## src/sv/assert_macros.svh

```systemverilog
// Assertion macros for the class file carver.
// Included by the top level; expects clk and rst in scope.
`ifndef ASSERT_MACROS_SVH
`define ASSERT_MACROS_SVH

// Same-cycle implication.
`define CCF_ASSERT_NOW(name, ante, cons, msg) \
  name: assert property (@(posedge clk) disable iff (rst) (ante) |-> (cons)) \
    else $error(msg);

// Next-cycle implication.
`define CCF_ASSERT_NEXT(name, ante, cons, msg) \
  name: assert property (@(posedge clk) disable iff (rst) (ante) |=> (cons)) \
    else $error(msg);

`endif

```

## src/sv/ccf_pkg.sv

```systemverilog
// Shared types, constants and the pool tag size table of the class file carver.
// No dependencies; used by the design modules and the testbench.
package ccf_pkg;

  localparam logic [31:0] MAGIC_WORD          = 32'hCAFEBABE;
  localparam logic [31:0] MAX_SIZE_RESET      = 32'd10485760;
  localparam logic [31:0] MEMBER_HEADER_BYTES = 32'd6;
  localparam logic [31:0] CLASS_INFO_BYTES    = 32'd6;
  localparam logic [7:0]  TAG_LIMIT           = 8'd21;

  localparam logic [7:0] TAG_UTF8   = 8'd1;
  localparam logic [7:0] TAG_LONG   = 8'd5;
  localparam logic [7:0] TAG_DOUBLE = 8'd6;

  localparam int QUEUE_DEPTH = 4;
  localparam int QUEUE_AW    = $clog2(QUEUE_DEPTH);

  typedef enum logic [4:0] {
    PH_SCAN       = 5'd0,
    PH_VERSION    = 5'd1,
    PH_POOL_COUNT = 5'd2,
    PH_TAG        = 5'd3,
    PH_CP_BODY    = 5'd4,
    PH_UTF_LEN    = 5'd5,
    PH_UTF_BODY   = 5'd6,
    PH_CLASS_INFO = 5'd7,
    PH_IF_COUNT   = 5'd8,
    PH_IF_BODY    = 5'd9,
    PH_MEM_COUNT  = 5'd10,
    PH_MEM_HDR    = 5'd11,
    PH_MA_COUNT   = 5'd12,
    PH_MA_NAME    = 5'd13,
    PH_MA_LEN     = 5'd14,
    PH_MA_BODY    = 5'd15,
    PH_CA_COUNT   = 5'd16,
    PH_CA_NAME    = 5'd17,
    PH_CA_LEN     = 5'd18,
    PH_CA_BODY    = 5'd19
  } phase_t;

  typedef struct packed {
    logic [47:0] class_offset;
    logic [31:0] class_size;
  } class_rec_t;

  typedef struct packed {
    logic       push;
    class_rec_t rec;
  } q_push_t;

  typedef struct packed {
    logic       valid;
    class_rec_t rec;
  } q_head_t;

  // Body bytes per pool tag; zero marks a tag that is not allowed, or UTF8, whose length is read from the stream.
  function automatic logic [3:0] tag_body_bytes(input logic [7:0] tag);
    logic [3:0] n;
    case (tag)
      8'd3, 8'd4, 8'd9, 8'd10, 8'd11, 8'd12, 8'd17, 8'd18: n = 4'd4;
      8'd5, 8'd6:                                          n = 4'd8;
      8'd7, 8'd8, 8'd16, 8'd19, 8'd20:                     n = 4'd2;
      8'd15:                                               n = 4'd3;
      default:                                             n = 4'd0;
    endcase
    return n;
  endfunction

endpackage

```

## src/sv/ccf_intf.sv

```systemverilog
// Channel interfaces of the class file carver: byte stream in, found classes out.
// No dependencies.
interface ccf_byte_if;
  logic       valid;
  logic       ready;
  logic [7:0] data_byte;
  logic       last_byte;

  modport source (output valid, output data_byte, output last_byte, input ready);
  modport sink (input valid, input data_byte, input last_byte, output ready);
endinterface

interface ccf_class_if;
  logic        valid;
  logic        ready;
  logic [47:0] class_offset;
  logic [31:0] class_size;

  modport source (output valid, output class_offset, output class_size, input ready);
  modport sink (input valid, input class_offset, input class_size, output ready);
endinterface

```

## src/sv/class_file_carver_unit.sv

```systemverilog
// Top level of the class file carver: parser, candidate queue and output stage.
// Depends on ccf_pkg, ccf_intf, ccf_queue, ccf_front, ccf_back, assert_macros.svh.
//
// Usage:
//   stream carries one image byte per beat (data_byte) with last_byte marking
//   the final byte of an image; the position counter restarts after it.
//   found carries one beat per complete class file: the offset of its magic
//   word and its size in bytes. Classes larger than the size limit are dropped.
//   cfg_wr_en/cfg_wr_data write the size limit; write it only while idle.
// Throughput: one byte per cycle while the queue has room; the parser decides each
//   byte in the cycle it is accepted, including any chain of empty parts that follows.
// Result path: a class is written into the queue when the beat of its last byte
//   is accepted; if within the size limit, it then moves into the output register once that register is free.
// Reset: rst (synchronous) returns to the magic word search at position zero,
//   empties the queue and sets the size limit to 10485760.
// Stall: when found is not taken, results collect in a four-entry queue;
//   stream.ready drops only once that queue is full.
`include "assert_macros.svh"

module class_file_carver_unit
  import ccf_pkg::*;
(
  input  logic         clk,
  input  logic         rst,
  input  logic         cfg_wr_en,
  input  logic [31:0]  cfg_wr_data,
  ccf_byte_if.sink     stream,
  ccf_class_if.source  found
);

  q_push_t q_push;
  q_head_t q_head;
  logic    q_full;
  logic    q_pop;

  ccf_front u_front (
    .clk    (clk),
    .rst    (rst),
    .stream (stream),
    .q_push (q_push),
    .q_full (q_full)
  );

  ccf_queue u_queue (
    .clk    (clk),
    .rst    (rst),
    .q_push (q_push),
    .q_full (q_full),
    .q_head (q_head),
    .q_pop  (q_pop)
  );

  ccf_back u_back (
    .clk         (clk),
    .rst         (rst),
    .cfg_wr_en   (cfg_wr_en),
    .cfg_wr_data (cfg_wr_data),
    .q_head      (q_head),
    .q_pop       (q_pop),
    .found       (found)
  );

  `CCF_ASSERT_NOW(a_push_not_full, q_push.push, !q_full, "queue written while full")
  `CCF_ASSERT_NOW(a_push_on_beat, q_push.push, stream.valid && stream.ready, "push without input beat")
  `CCF_ASSERT_NEXT(a_no_spurious_out, !q_head.valid && !found.valid, !found.valid, "result from empty queue")

endmodule

```

## src/sv/ccf_queue.sv

```systemverilog
// Small FIFO of candidate classes between the parser and the output stage.
// Depends on ccf_pkg.
module ccf_queue
  import ccf_pkg::*;
(
  input  logic    clk,
  input  logic    rst,
  input  q_push_t q_push,
  output logic    q_full,
  output q_head_t q_head,
  input  logic    q_pop
);

  class_rec_t          mem [QUEUE_DEPTH];
  logic [QUEUE_AW-1:0] wr_ptr;
  logic [QUEUE_AW-1:0] rd_ptr;
  logic [QUEUE_AW:0]   count;

  assign q_full       = (count == (QUEUE_AW + 1)'(QUEUE_DEPTH));
  assign q_head.valid = (count != '0);
  assign q_head.rec   = mem[rd_ptr];

  always_ff @(posedge clk) begin
    if (q_push.push) begin
      mem[wr_ptr] <= q_push.rec;
    end
  end

  always_ff @(posedge clk) begin
    if (rst) begin
      wr_ptr <= '0;
      rd_ptr <= '0;
      count  <= '0;
    end else begin
      if (q_push.push) begin
        wr_ptr <= wr_ptr + 1'b1;
      end
      if (q_pop) begin
        rd_ptr <= rd_ptr + 1'b1;
      end
      case ({q_push.push, q_pop})
        2'b10:   count <= count + 1'b1;
        2'b01:   count <= count - 1'b1;
        default: count <= count;
      endcase
    end
  end

endmodule

```

## src/sv/ccf_front.sv

```systemverilog
// Byte parser: magic word search and class file walk, one byte per cycle while the queue has room.
// Pushes each completed class into the queue. Depends on ccf_pkg, ccf_intf.
module ccf_front
  import ccf_pkg::*;
(
  input  logic        clk,
  input  logic        rst,
  ccf_byte_if.sink    stream,
  output q_push_t     q_push,
  input  logic        q_full
);

  logic [31:0] window,    window_next;
  phase_t      phase,     phase_next;
  logic [31:0] skip,      skip_next;
  logic [31:0] gather,    gather_next;
  logic [16:0] pool_left, pool_left_next;
  logic [15:0] mem_left,  mem_left_next;
  logic [15:0] attr_left, attr_left_next;
  logic        mpass,     mpass_next;
  logic [31:0] size,      size_next;
  logic [47:0] start,     start_next;
  logic [47:0] pos,       pos_next;

  logic        accept;
  logic [31:0] win_sh;
  logic [31:0] g;
  logic [31:0] skip_dec;
  logic [16:0] pc_left;
  logic [15:0] attr_dec;
  logic [15:0] mem_dec;
  logic [3:0]  tag_bytes;
  logic [16:0] used;
  logic        ma_body_done;
  logic        ca_body_done;
  logic        member_end;
  logic        pass_end;
  logic        finish;

  assign stream.ready = !q_full;
  assign accept       = stream.valid && stream.ready;
  assign win_sh       = {window[23:0], stream.data_byte};
  assign g            = {gather[23:0], stream.data_byte};
  assign skip_dec     = (skip == '0) ? '0 : skip - 32'd1;
  assign pc_left      = {1'b0, g[15:0]} - 17'd1;
  assign attr_dec     = attr_left - 16'd1;
  assign mem_dec      = mem_left - 16'd1;
  assign tag_bytes    = tag_body_bytes(g[7:0]);
  assign used         = ((g[7:0] == TAG_LONG) || (g[7:0] == TAG_DOUBLE)) ? 17'd2 : 17'd1;

  always_comb begin
    window_next    = window;
    phase_next     = phase;
    skip_next      = skip;
    gather_next    = gather;
    pool_left_next = pool_left;
    mem_left_next  = mem_left;
    attr_left_next = attr_left;
    mpass_next     = mpass;
    size_next      = size;
    start_next     = start;
    pos_next       = pos;
    ma_body_done   = 1'b0;
    ca_body_done   = 1'b0;
    member_end     = 1'b0;
    pass_end       = 1'b0;
    finish         = 1'b0;
    q_push.push    = 1'b0;
    q_push.rec     = '0;

    if (accept) begin
      if (phase == PH_SCAN) begin
        window_next = win_sh;
        if (win_sh == MAGIC_WORD) begin
          start_next  = pos - 48'd3;
          size_next   = 32'd4;
          window_next = '0;
          phase_next  = PH_VERSION;
          skip_next   = 32'd4;
          gather_next = '0;
        end
      end else begin
        size_next   = (size == '1) ? size : size + 32'd1;
        gather_next = g;
        skip_next   = skip_dec;
        if (skip_dec == '0) begin
          gather_next = '0;
          case (phase)
            PH_VERSION: begin
              phase_next = PH_POOL_COUNT;
              skip_next  = 32'd2;
            end
            PH_POOL_COUNT: begin
              if (g[15:0] == '0) begin
                phase_next = PH_SCAN;
                skip_next  = '0;
              end else begin
                pool_left_next = pc_left;
                if (pc_left == '0) begin
                  phase_next = PH_CLASS_INFO;
                  skip_next  = CLASS_INFO_BYTES;
                end else begin
                  phase_next = PH_TAG;
                  skip_next  = 32'd1;
                end
              end
            end
            PH_TAG: begin
              if ((g[7:0] != TAG_UTF8) && (g[7:0] >= TAG_LIMIT || tag_bytes == '0)) begin
                phase_next = PH_SCAN;
                skip_next  = '0;
              end else begin
                pool_left_next = (pool_left > used) ? pool_left - used : '0;
                if (g[7:0] == TAG_UTF8) begin
                  phase_next = PH_UTF_LEN;
                  skip_next  = 32'd2;
                end else begin
                  phase_next = PH_CP_BODY;
                  skip_next  = {28'd0, tag_bytes};
                end
              end
            end
            PH_UTF_LEN, PH_CP_BODY, PH_UTF_BODY: begin
              if (phase == PH_UTF_LEN && g[15:0] != '0) begin
                phase_next = PH_UTF_BODY;
                skip_next  = {16'd0, g[15:0]};
              end else if (pool_left == '0) begin
                phase_next = PH_CLASS_INFO;
                skip_next  = CLASS_INFO_BYTES;
              end else begin
                phase_next = PH_TAG;
                skip_next  = 32'd1;
              end
            end
            PH_CLASS_INFO: begin
              phase_next = PH_IF_COUNT;
              skip_next  = 32'd2;
            end
            PH_IF_COUNT, PH_IF_BODY: begin
              if (phase == PH_IF_COUNT && g[15:0] != '0) begin
                phase_next = PH_IF_BODY;
                skip_next  = {15'd0, g[15:0], 1'b0};
              end else begin
                mpass_next = 1'b0;
                phase_next = PH_MEM_COUNT;
                skip_next  = 32'd2;
              end
            end
            PH_MEM_COUNT: begin
              mem_left_next = g[15:0];
              if (g[15:0] == '0) begin
                pass_end = 1'b1;
              end else begin
                phase_next = PH_MEM_HDR;
                skip_next  = MEMBER_HEADER_BYTES;
              end
            end
            PH_MEM_HDR: begin
              phase_next = PH_MA_COUNT;
              skip_next  = 32'd2;
            end
            PH_MA_COUNT: begin
              attr_left_next = g[15:0];
              if (g[15:0] == '0) begin
                member_end = 1'b1;
              end else begin
                phase_next = PH_MA_NAME;
                skip_next  = 32'd2;
              end
            end
            PH_MA_NAME: begin
              phase_next = PH_MA_LEN;
              skip_next  = 32'd4;
            end
            PH_MA_LEN: begin
              if (g == '0) begin
                ma_body_done = 1'b1;
              end else begin
                phase_next = PH_MA_BODY;
                skip_next  = g;
              end
            end
            PH_MA_BODY: begin
              ma_body_done = 1'b1;
            end
            PH_CA_COUNT: begin
              attr_left_next = g[15:0];
              if (g[15:0] == '0) begin
                finish = 1'b1;
              end else begin
                phase_next = PH_CA_NAME;
                skip_next  = 32'd2;
              end
            end
            PH_CA_NAME: begin
              phase_next = PH_CA_LEN;
              skip_next  = 32'd4;
            end
            PH_CA_LEN: begin
              if (g == '0) begin
                ca_body_done = 1'b1;
              end else begin
                phase_next = PH_CA_BODY;
                skip_next  = g;
              end
            end
            PH_CA_BODY: begin
              ca_body_done = 1'b1;
            end
            default: begin
              phase_next = PH_SCAN;
              skip_next  = '0;
            end
          endcase

          // Resolve zero-length follow-ups within the same beat.
          if (ma_body_done) begin
            attr_left_next = attr_dec;
            if (attr_dec == '0) begin
              member_end = 1'b1;
            end else begin
              phase_next = PH_MA_NAME;
              skip_next  = 32'd2;
            end
          end
          if (member_end) begin
            mem_left_next = mem_dec;
            if (mem_dec == '0) begin
              pass_end = 1'b1;
            end else begin
              phase_next = PH_MEM_HDR;
              skip_next  = MEMBER_HEADER_BYTES;
            end
          end
          if (pass_end) begin
            skip_next = 32'd2;
            if (!mpass) begin
              mpass_next = 1'b1;
              phase_next = PH_MEM_COUNT;
            end else begin
              phase_next = PH_CA_COUNT;
            end
          end
          if (ca_body_done) begin
            attr_left_next = attr_dec;
            if (attr_dec == '0) begin
              finish = 1'b1;
            end else begin
              phase_next = PH_CA_NAME;
              skip_next  = 32'd2;
            end
          end
          if (finish) begin
            q_push.push             = 1'b1;
            q_push.rec.class_offset = start;
            q_push.rec.class_size   = size_next;
            phase_next              = PH_SCAN;
            skip_next               = '0;
            window_next             = '0;
          end
        end
      end

      if (stream.last_byte) begin
        phase_next  = PH_SCAN;
        skip_next   = '0;
        gather_next = '0;
        window_next = '0;
        pos_next    = '0;
      end else begin
        pos_next = pos + 48'd1;
      end
    end
  end

  always_ff @(posedge clk) begin
    if (rst) begin
      window    <= '0;
      phase     <= PH_SCAN;
      skip      <= '0;
      gather    <= '0;
      pool_left <= '0;
      mem_left  <= '0;
      attr_left <= '0;
      mpass     <= 1'b0;
      size      <= '0;
      start     <= '0;
      pos       <= '0;
    end else begin
      window    <= window_next;
      phase     <= phase_next;
      skip      <= skip_next;
      gather    <= gather_next;
      pool_left <= pool_left_next;
      mem_left  <= mem_left_next;
      attr_left <= attr_left_next;
      mpass     <= mpass_next;
      size      <= size_next;
      start     <= start_next;
      pos       <= pos_next;
    end
  end

endmodule

```

## src/sv/ccf_back.sv

```systemverilog
// Output stage: holds the size limit, drops oversized classes, drives results.
// Depends on ccf_pkg, ccf_intf.
module ccf_back
  import ccf_pkg::*;
(
  input  logic         clk,
  input  logic         rst,
  input  logic         cfg_wr_en,
  input  logic [31:0]  cfg_wr_data,
  input  q_head_t      q_head,
  output logic         q_pop,
  ccf_class_if.source  found
);

  logic       [31:0] max_size;
  logic              out_valid;
  class_rec_t        out_rec;
  logic              slot_free;
  logic              fits;

  assign slot_free = !out_valid || found.ready;
  assign fits      = (q_head.rec.class_size <= max_size);
  assign q_pop     = q_head.valid && slot_free;

  assign found.valid        = out_valid;
  assign found.class_offset = out_rec.class_offset;
  assign found.class_size   = out_rec.class_size;

  always_ff @(posedge clk) begin
    if (rst) begin
      max_size  <= MAX_SIZE_RESET;
      out_valid <= 1'b0;
    end else begin
      if (cfg_wr_en) begin
        max_size <= cfg_wr_data;
      end
      if (slot_free) begin
        out_valid <= q_head.valid && fits;
      end
    end
  end

  always_ff @(posedge clk) begin
    if (q_pop && fits) begin
      out_rec <= q_head.rec;
    end
  end

endmodule

```

## src/flat_wrapper.sv

```systemverilog
// flat-port wrapper written by rule: the top's interface ports become plain ports
module class_file_carver_unit_flat import ccf_pkg::*;
  (clk, rst, cfg_wr_en, cfg_wr_data, stream_valid, stream_data_byte, stream_last_byte, stream_ready, found_valid, found_class_offset, found_class_size, found_ready);
  ccf_byte_if stream_i ();
  ccf_class_if found_i ();
  input  logic clk;
  input  logic rst;
  input  logic cfg_wr_en;
  input  logic [31:0] cfg_wr_data;
  input wire logic [$bits(stream_i.valid)-1:0] stream_valid;
  input wire logic [$bits(stream_i.data_byte)-1:0] stream_data_byte;
  input wire logic [$bits(stream_i.last_byte)-1:0] stream_last_byte;
  output wire logic [$bits(stream_i.ready)-1:0] stream_ready;
  output wire logic [$bits(found_i.valid)-1:0] found_valid;
  output wire logic [$bits(found_i.class_offset)-1:0] found_class_offset;
  output wire logic [$bits(found_i.class_size)-1:0] found_class_size;
  input wire logic [$bits(found_i.ready)-1:0] found_ready;
  assign stream_i.valid = stream_valid;
  assign stream_i.data_byte = stream_data_byte;
  assign stream_i.last_byte = stream_last_byte;
  assign stream_ready = stream_i.ready;
  assign found_valid = found_i.valid;
  assign found_class_offset = found_i.class_offset;
  assign found_class_size = found_i.class_size;
  assign found_i.ready = found_ready;
  class_file_carver_unit u_core (.clk(clk), .rst(rst), .cfg_wr_en(cfg_wr_en), .cfg_wr_data(cfg_wr_data), .stream(stream_i), .found(found_i));
endmodule
```

## config.mk

```make
export PLATFORM = sky130hd
export DESIGN_NAME = class_file_carver_unit_flat
export DESIGN_NICKNAME = d
export VERILOG_FILES = /design/src/sv/ccf_pkg.sv /design/src/sv/ccf_intf.sv /design/src/sv/class_file_carver_unit.sv /design/src/sv/ccf_queue.sv /design/src/sv/ccf_front.sv /design/src/sv/ccf_back.sv /design/src/flat_wrapper.sv
export VERILOG_INCLUDE_DIRS = /design/src /design/src/sv
export SDC_FILE = /design/constraint.sdc
export NUM_CORES = 1
export LEC_CHECK = 0
export ABC_AREA = 1
export ABC_CLOCK_PERIOD_IN_PS = 8200
export BUFFER_PORTS_ARGS = -buffer_cell sky130_fd_sc_hd__clkbuf_2
export CORE_MARGIN = 3
export CORE_UTILIZATION = 45
export DETAILED_ROUTE_END_ITERATION = 8
export PLACE_DENSITY = 0.61
export SLEW_MARGIN = 5
export SYNTH_ARGS = -nofsm -noshare
export SYNTH_HDL_FRONTEND = slang
export SYNTH_SLANG_ARGS = --single-unit
```

## constraint.sdc

```tcl
create_clock -name clk -period 8.2 [get_ports clk]
set_input_delay 0.82 -clock clk [delete_from_list [all_inputs] [get_ports clk]]
set_output_delay 0.82 -clock clk [all_outputs]
set_load 0.05 [all_outputs]
```

* Word-level counts from Yosys, hierarchy flattened
Memory sizes are Yosys's and may differ from the RTL's. A register that Yosys moved wholly into a read port is not among the register bits.
Index checks and enable logic that the tools add are counted.
** Storage, ports and cells
- Bits of input ports :: 46
- Memory bits (writable) :: 320
- Memories kept :: 2
- Bits in read-only memories :: 128
- Output and inout port bits :: 82
- Register bits :: 383
** Memories
- u_core.u_queue.mem :: depth 4, width 80, rd ports 1, clocked after Yosys merged registers in 1, wr ports 1, RTL line ccf_queue.sv:14 : class_rec_t mem [QUEUE_DEPTH];
- (no name shown) :: depth 32, width 4, rd ports 1, clocked after Yosys merged registers in 0, wr ports 0, RTL line ccf_pkg.sv:59 : case (tag)
** Operators by class
- Reduce and logical (&&, ||, !) cells :: 47
- Mux-type cells :: 114
- Order comparisons :: 3
- Add/sub/neg operators :: 12
- Eq/ne operators :: 32
- Bitwise gates (word level) :: 1
** Operators by type and width (count)
- $mux W32 :: 18
- $mux W81 :: 4
- $pmux W32 S10 :: 1
- $mux W24 :: 9
- $logic_not A32 Y1 :: 3
- $mux W16 :: 6
- $mux W5 :: 18
- $pmux W5 S15 :: 1
- $mux W17 :: 4
- $eq A32 B32 Y1 const B :: 2
- $add A48 B1 Y48 const B :: 1
- $logic_not A16 Y1 :: 3
- $mux W48 :: 1
- $sub A48 B2 Y48 const B :: 1
- $eq A5 B4 Y1 const B :: 8
- $logic_not A17 Y1 :: 2
- $pmux W17 S2 :: 1
- $mux W1 :: 33
- $add A32 B1 Y32 const B :: 1
- $le A32 B32 Y1 :: 1
- $sub A16 B1 Y16 const B :: 2
- $sub A32 B1 Y32 const B :: 1
- $mux W3 :: 8
- $eq A5 B3 Y1 const B :: 4
- 39 further kinds :: 76

* Longest topological paths before layout
Gate-level depths: netlist of run 1.
- Word-level depth :: 21
- Depth in mapped cells :: 23
- Mapped depth without buffers :: 22

* Hierarchy
Synthesis of run 1 repeated with hierarchy kept, for this count alone.
** Unflattened totals
- Cells, all modules :: 4229
- Area, all modules :: 35261.3 um^2
** Modules (own cells, without submodules)
- ccf_front :: area each 18661.6 um^2, cells an instance 3057, seq. area each 5265.0 um^2, times used 1
- ccf_queue :: area each 12269.3 um^2, cells an instance 833, seq. area each 9789.4 um^2, times used 1
- ccf_back :: area each 4330.4 um^2, cells an instance 339, seq. area each 3062.9 um^2, times used 1

* Least setup slack after synthesis of run 1
OpenSTA, ideal clock, no wires.
- Kind :: input -> register
- Start point :: input stream_data_byte[1]
- End point :: memory u_core.u_queue.mem[0][0] (netlist bit), enable pin
- Stages on the path :: 11
- Data arrival time :: 5.799 ns
- Library setup time :: 0.519 ns
- Setup slack :: 1.881 ns
- Cell sequence :: inv_1 -> ha_1 -> nand2_1 -> nor3_1 -> nand3_1 -> nor2_1 -> a21oi_1 -> o22ai_1 -> nand3_1 -> clkbuf_1 -> nor2_1
** On the way
- Longest elaborated chain between the ends :: 16
** Ends and longest elaborated chain
- from (decl) :: RTL line flat_wrapper.sv:11 : input wire logic [$bits(stream_i.data_byte)-1:0] stream_data_byte;
- $logic_not A32 Y1 :: RTL line ccf_front.sv:200 : if (g == '0) begin
- $mux W1 :: RTL line ccf_front.sv:200
- $pmux W1 S2 :: RTL line ccf_front.sv:88 : case (phase)
- $mux W1 :: RTL line ccf_front.sv:86 : if (skip_dec == '0) begin
- $mux W1 :: RTL line ccf_front.sv:72 : if (phase == PH_SCAN) begin
- $mux W1 :: RTL line ccf_front.sv:71 : if (accept) begin
- $mux W1 * :: RTL line ccf_front.sv:244 : if (ca_body_done) begin
- $mux W1 * :: RTL line ccf_front.sv:86
- $mux W1 * :: RTL line ccf_front.sv:72
- $mux W1 * :: RTL line ccf_front.sv:71
- $mux W81 * :: RTL line ccf_front.sv:253 : if (finish) begin
- $mux W81 * :: RTL line ccf_front.sv:86
- $mux W81 * :: RTL line ccf_front.sv:72
- $mux W81 * :: RTL line ccf_front.sv:71
- $mux W1 * :: RTL line ccf_queue.sv:24 : if (q_push.push) begin
- $mux W1 (implied by the code) * :: RTL line ccf_queue.sv:25 : mem[wr_ptr] <= q_push.rec;
- to (decl) :: RTL line ccf_queue.sv:14
Every way passes the cells marked *; elsewhere a longest branch is shown, timed or not. The select of a mux whose other input is x is not followed.

==> results of run 1 <==
-- cells in the mapped netlist, types with 27 or more instances --
library cell,n,area (µm²)
a21oi_1,323,1620
a31oi_1,27,169
clkbuf_1,145,544
dfxtp_1,305,6110
edfxtp_1,400,12000
ha_1,53,663
inv_1,440,1650
nand2_1,671,2520
nand3_1,192,961
nand4_1,70,438
nor2_1,650,2440
nor2_2,28,175
nor3_1,64,320
nor4_1,27,169
o21ai_0,430,2150
o22ai_1,90,563
xor2_1,70,613
-- sequential cells by signal, summed over array words and instances (netlist names), named ones only --
name	flops
u_core.u_queue.mem	320
u_core.u_back.found.class_offset	48
u_core.u_front.pos	48
u_core.u_front.start	48
u_core.u_back.found.class_size	32
u_core.u_back.max_size	32
u_core.u_front.size	32
u_core.u_front.skip	32
u_core.u_front.gather	24
u_core.u_front.window	24
u_core.u_front.pool_left	17
u_core.u_front.attr_left	16
u_core.u_front.mem_left	16
u_core.u_front.phase	5
u_core.u_queue.count	3
u_core.u_queue.rd_ptr	2
u_core.u_queue.wr_ptr	2
u_core.u_back.found.valid	1
u_core.u_front.mpass	1
-- worst paths after layout --
check | startpoint | end | slack [ns] | cells after the start
max | flip-flop | u_core.u_back.found.class_offset[15] | 3.22 | 17
min | cfg_wr_data[0] | u_core.u_back.max_size[0] | 0.44 | 3
max reg2reg | flip-flop | u_core.u_back.found.class_offset[15] | 3.22 | 17
min reg2reg | u_core.u_front.pool_left[7] | u_core.u_front.pool_left[7] | 0.46 | 2
-- stage by stage --
step           hold slack, ns  power [W]
2_1_floorplan           0.435     0.0103
3_3_place_gp            0.442     0.0121
3_5_place_dp            0.456     0.0121
4_1_cts                 0.409     0.0156
5_1_grt                 0.417     0.0168
6_report                0.437     0.0156
-- cell families (layout without fill, tap and decap cells) --
| logic type | count (synthesis) | in the layout |
|---|---|---|
| simple gates | 1769 | 1769 |
| buf+inv | 625 | 748 |
| xor+xnor | 79 | 79 |
| flops | 705 | 705 |
| fa+ha+maj | 55 | 55 |
| compound gates | 935 | 935 |
-- where the power goes --
part / internal [W] / leakage [nW] / total, W / switching, W
Sequential: 0.00423 / 6.20 / 0.00449 / 0.000254
Clock: 0.00207 / 1.27 / 0.00351 / 0.00144
Combinational: 0.00215 / 7.60 / 0.00755 / 0.00540
-- layout make-up --
cell class                 instances  area, µm²  share of cell area
sequential                       705      18100               0.468
multi-input combinational       2838      14200               0.366
clock buffer                      96       2080              0.0537
inverter                         449       1690              0.0437
tap                             1030       1290              0.0333
timing repair buffer             156        860              0.0222
clock inverter                    47        514              0.0133
-- per-layer routing --
| layer | part of all wire | GRT usage |
|---|---|---|
| met1 | 0.46 | 0.316 |
| met2 | 0.47 | 0.373 |
| met4 | 0.022 | 0.0548 |
| met5 | 0 | 0 |
| met3 | 0.053 | 0.0324 |
-- worst max-delay path, delay by kind of cell, from the launching register on --
kind                     cells  cell delay (ns)
flip-flops                   1             0.31
AO/OA/AOI/OAI                2             0.27
AND/OR/NAND/NOR              7             0.92
adder cells (fa/ha/maj)      1             0.30
buffers and inverters        7             2.61
==> metrics, run 1 <==
Synth Cell Area=34700 µm²; first-pass GRT wire length=147000 µm; DRT iter0 DRCs=2224; Cell Rows=101; die area=80400 µm²; CTS Buf Count=77; clock root buffer master=clkbuf_16; Layout area overhead=11.7%; IO buf count=127; CTS H-Tree Depth=3; RSZ-0062 raised after global routing=false; hold_buf cts=0; antenna viol nets, final=0; Synth Area in Simple Gates=0.220; CP Class=reg -> reg; syn nets=4269; Gate Count Post-Synth=4168; highest cell delay on the worst timing path=0.70 ns; CTS max path bufs=3; asr flop ratio synth=0; Final Critical Period=4.98 ns; Max-slew headroom=0.271; # placed instances=5178; Starting Density=0.456; final period utilization=0.607; nets@finish=4328; Main synth FF type=edfxtp_1; commonest non-fill, non-tap cells in the layout=nand2_1, nor2_1, inv_1, o21ai_0, edfxtp_1; dpl cell area=36100 µm²; Critical Path Source Type=flip-flop; worst-margin pin slew=1.09 ns; final non-filler cell total=5321; CP cell instances=buf_4 -> inv_2 -> buf_4 -> o21ai_0 -> o22ai_1 -> ha_1 -> nand2_1 -> inv_1 -> nand3_1 -> inv_1 -> nand4_1 -> nor4_1 -> nand3_1 -> nand2_1 -> nand2_1 -> clkinv_2 -> buf_4; post-DR vias/cell=5.32; FF+latch count, synth=705; hpwl dp=63700 µm; GRT Resource Usage Total=0.226; Core ar.=76100 µm²; CP max-delay cell=buf_4; io pins=128; initial antenna violation count=2; per-cell routed wire length=17.4 µm; CP arrival=5.20 ns; Setup crit end kind=flip-flop; Ys Warns=0; dpl ws=3.05 ns; gr ovfl total=0; Peak VDD IR=0.586 mV; Die H=284 µm; DRC=0; number of global-route vias before repair=26500; clock latency on the worst-skew pair=0.63 ns; Setup TNS Final=0 ns; Final Cell Area=38700 µm²; worst hold path class=in -> reg; status=finished clean; EDFF count, synth=400; clk slew on worst S/H paths=0.06 ns; aggregate routed wire length=92500 µm; Post-CTS Resized=0; Vias=28300; post-CTS setup buffer count=0; final core utilization=0.509; final worst slack=3.22 ns; max-slew violation count=0; Leak=15.1 nW; largest family of logic cells by synthesized area=simple AND/OR/NAND/NOR gates; Die Wd=284 µm; post-synthesis mux area share=0; Post-Synth XOR/XNOR Area=0.0200; largest net degree at the start of global routing=110; Unique masters post-synth=61; Fin. Hold Viols=0; post-synthesis compound-gate area fraction=0.146; Worst Path Max Fanout=80; GP Congestion=0.929; number of max-cap violations=0; sequential share of the synthesized area=0.523; fmax=201 MHz; endpoints failing setup=0; Worst Skew=0.0283 ns; n_diodes=0; power per cell area=402 nW/µm²; Worst EP required=8.43 ns; CTS tree=yes; first drt pass iteration count=5; Post-Synth Adder-Cell Area=0.0203; commonest non-fill, non-tap cell in the layout=nand2_1; share of cells above drive strength 1=0.0935; Num Clock Sinks=705; fillcell total=7329; Mean Syn Cell Area=8.32 µm²
(Power assumes the default switching activity.)
==> run 2: changes to the inputs <==
- ABC_CLOCK_PERIOD_IN_PS: 8200 -> 4600
- clock period: 8.2 -> 4.6 ns (I/O delays scaled with it)
==> run 2 against run 1 <==
Net effect: clock power up 87%; wire length is 0.90% higher; clock skew up 0.0092 ns; first-iteration DRC count increased by 12%; count of clock-buffer cells in the layout grew 5; global-route usage about the same; flip-flop and latch count unchanged; via count increased by 0.82%; hold slack worse by 0.37 ns; setup slack worse by 2.5 ns; non-clock buffer count grew 25.
==> metrics, run 2 (same netlist as run 1, synthesis figures left out) <==
Die Wd=284 µm (unchanged); CP Depth=16 (-1); Hold Path Stages=3 (unchanged); Layout area overhead=13.1%; hpwl dp=65000 µm (+2.1%); Fin. Hold Viols=0 (unchanged); CP dominant cell by count=nand2_1; DRT iter0 DRCs=2484 (+12%); initial antenna violation count=1 (-1); Worst Skew=0.0376 ns (+0.00923 ns); hold_buf cts=0 (unchanged); Peak VDD IR=0.994 mV (+69%); final worst slack=0.717 ns (-2.50 ns); internal reg-to-reg setup slack=0.72 ns (-2.50 ns); CP startpoint=u_core.u_front.attr_left[0]; Buffers & Inverters on Critical Path=3 (-4); largest net degree at the start of global routing=109 (-0.91%); number of flip-flops under the largest register name=320 (unchanged); Comb pwr share=0.479 (-0.007); worst-case reg-to-reg path depth=16 (-1); CTS Buf Count=79 (+2.6%); CP Class=reg -> reg; Int Power=0.0152 W (+80%); Sw Share=0.448 (-0.00780); GP Congestion=0.947 (+1.9%); io pins=128 (unchanged); Top reg by flops=u_core.u_queue.mem; max-slew violation count=0 (unchanged); GRT Resource Usage Total=0.227 (+0.000472); Num Clock Sinks=705 (unchanged); register share of total power=0.284 (-0.004); Max-slew headroom=0.212 (-0.0588); endpoints failing setup=0 (unchanged); commonest non-fill, non-tap cell in the layout=nand2_1; antenna viol nets, final=0 (unchanged); final period utilization=0.844 (+0.237); Worst EP required=4.85 ns (-3.58 ns); CTS tree=yes; Cell Rows=101 (unchanged); post-CTS setup buffer count=0 (unchanged); power per cell area=705 nW/µm² (+76%); Setup TNS Final=0 ns (unchanged); clock latency on the worst-skew pair=0.64 ns (about the same); first drt pass iteration count=6 (+1); CP top delay family=simple AND/OR/NAND/NOR gates; Core ar.=76100 µm² (unchanged); clock root buffer master=clkbuf_16; commonest non-fill, non-tap cells in the layout=nand2_1, nor2_1, inv_1, o21ai_0, edfxtp_1; RSZ-0062 raised after global routing=false; Die H=284 µm (unchanged); Starting Density=0.456 (unchanged); clk slew on worst S/H paths=0.06 ns (about the same); first-pass GRT wire length=147000 µm (+0.15%); FF-to-FF Start=u_core.u_front.attr_left[0]; CP arrival=4.13 ns (-1.07 ns); number of max-cap violations=0 (unchanged); CP cell instances=inv_1 -> ha_1 -> nand2_1 -> nor2_1 -> nand3_1 -> nand2_1 -> nand2_1 -> nor2_1 -> nand3_1 -> nor2_1 -> nand2_1 -> o22ai_1 -> buf_4 -> nand3_4 -> nor2_4 -> buf_12; gr ovfl total=0 (unchanged); worst hold path class=in -> reg; clock share of power=0.237 (+0.011); nets@finish=4355 (+0.62%); Post-CTS Resized=0 (unchanged); IO buf count=127 (unchanged); worst-margin pin slew=1.18 ns (+0.0853 ns); WHS=0.0637 ns (-0.373 ns); critical path capture point=u_core.u_queue.mem[3][0]; Critical Path Source Type=flip-flop; DRC=0 (unchanged); dpl ws=0.703 ns (-2.35 ns); aggregate routed wire length=93300 µm (+0.90%); per-cell routed wire length=17.4 µm (+0.37%); Leak=16.1 nW (+6.7%); Vias=28500 (+0.82%); CTS max path bufs=3 (unchanged); number of global-route vias before repair=27000 (+1.6%); NetSw=0.0124 W (+75%); Setup crit end kind=flip-flop; post-DR vias/cell=5.33 (+0.29%); Worst Path Max Fanout=80 (unchanged); die area=80400 µm² (unchanged); fmax=258 MHz (+28%); share of cells above drive strength 1=0.0989 (+0.00544); highest cell delay on the worst timing path=0.44 ns (-0.26 ns); reg2reg end=u_core.u_queue.mem[3][0]; CTS H-Tree Depth=3 (unchanged); CP max-delay cell=buf_12; Final Critical Period=3.88 ns (-1.10 ns); fillcell total=7279 (-0.68%); status=finished clean
run 2: cell count changes in the layout (fill, tap and decap cells not counted), moves of 2 or more:
| cell | before | now |
|---|---|---|
| clkbuf_1 | 12 | 10 |
| clkinv_1 | 13 | 16 |
| clkinvlp_4 | 6 | 4 |
| buf_4 | 29 | 44 |
| clkinv_16 | 1 | 3 |
| buf_12 | 0 | 10 |
| clkinv_8 | 3 | 0 |
| clkbuf_16 | 78 | 84 |
| clkinv_2 | 22 | 16 |
run 2: cell type report:
class / count / area (µm²) / area share
tap: 1030 / 1290 / 0.0329
clock inverter: 44 / 527 / 0.0134
inverter: 449 / 1690 / 0.0432
antenna: 1 / 2.50 / 0.0000638
multi-input combinational: 2838 / 14200 / 0.361
sequential: 705 / 18100 / 0.462
timing repair buffer: 181 / 1170 / 0.0299
clock buffer: 101 / 2240 / 0.0570
run 2: power by group through the flow:
stage          clock network [W]  logic (W)  registers (W)
2_1_floorplan                  0    0.00864        0.00922
3_3_place_gp                   0     0.0131        0.00801
3_5_place_dp                   0     0.0131        0.00801
4_1_cts                  0.00670     0.0132        0.00787
5_1_grt                  0.00696     0.0148        0.00793
6_report                 0.00655     0.0132        0.00786
run 2: worst min path at each step:
| stage | startpoint | to |
|---|---|---|
| floorplan | u_core.u_back.max_size[31] | u_core.u_back.max_size[31] |
| global placement | u_core.u_front.pool_left[7] | u_core.u_front.pool_left[7] |
| detailed placement | u_core.u_front.pool_left[7] | u_core.u_front.pool_left[7] |
| CTS | cfg_wr_data[21] | u_core.u_back.max_size[21] |
| global route | cfg_wr_data[21] | u_core.u_back.max_size[21] |
| finish | cfg_wr_data[23] | u_core.u_back.max_size[23] |
run 2: layer usage:
layer  track usage  share of wire  wire, µm
met1         0.318           0.46     43300
met3        0.0322          0.052      4830
met2         0.370           0.46     43000
met4        0.0601          0.024      2200
met5             0              0         0
run 2: stage by stage:
stage | instance area (µm²) | utilization | cells | total power, W
after global placement | 36400 | 0.479 | 5203 | 0.0211
after CTS | 39200 | 0.515 | 5348 | 0.0277
after global routing | 39200 | 0.515 | 5349 | 0.0297
final | 39200 | 0.515 | 5349 | 0.0276
after floorplan | 34700 | - | 4168 | 0.0179
after detailed placement | 36400 | 0.479 | 5203 | 0.0211
run 2: worst reg2reg max path: stages (launching register included):
cell and delay, ns:
dfxtp_1 0.31, inv_1 0.22, ha_1 0.30, nand2_1 0.10, nor2_1 0.22, nand3_1 0.13
nand2_1 0.07, nand2_1 0.08, nor2_1 0.10, nand3_1 0.09, nor2_1 0.24, nand2_1 0.21
o22ai_1 0.16, buf_4 0.16, nand3_4 0.30, nor2_4 0.23, buf_12 0.44
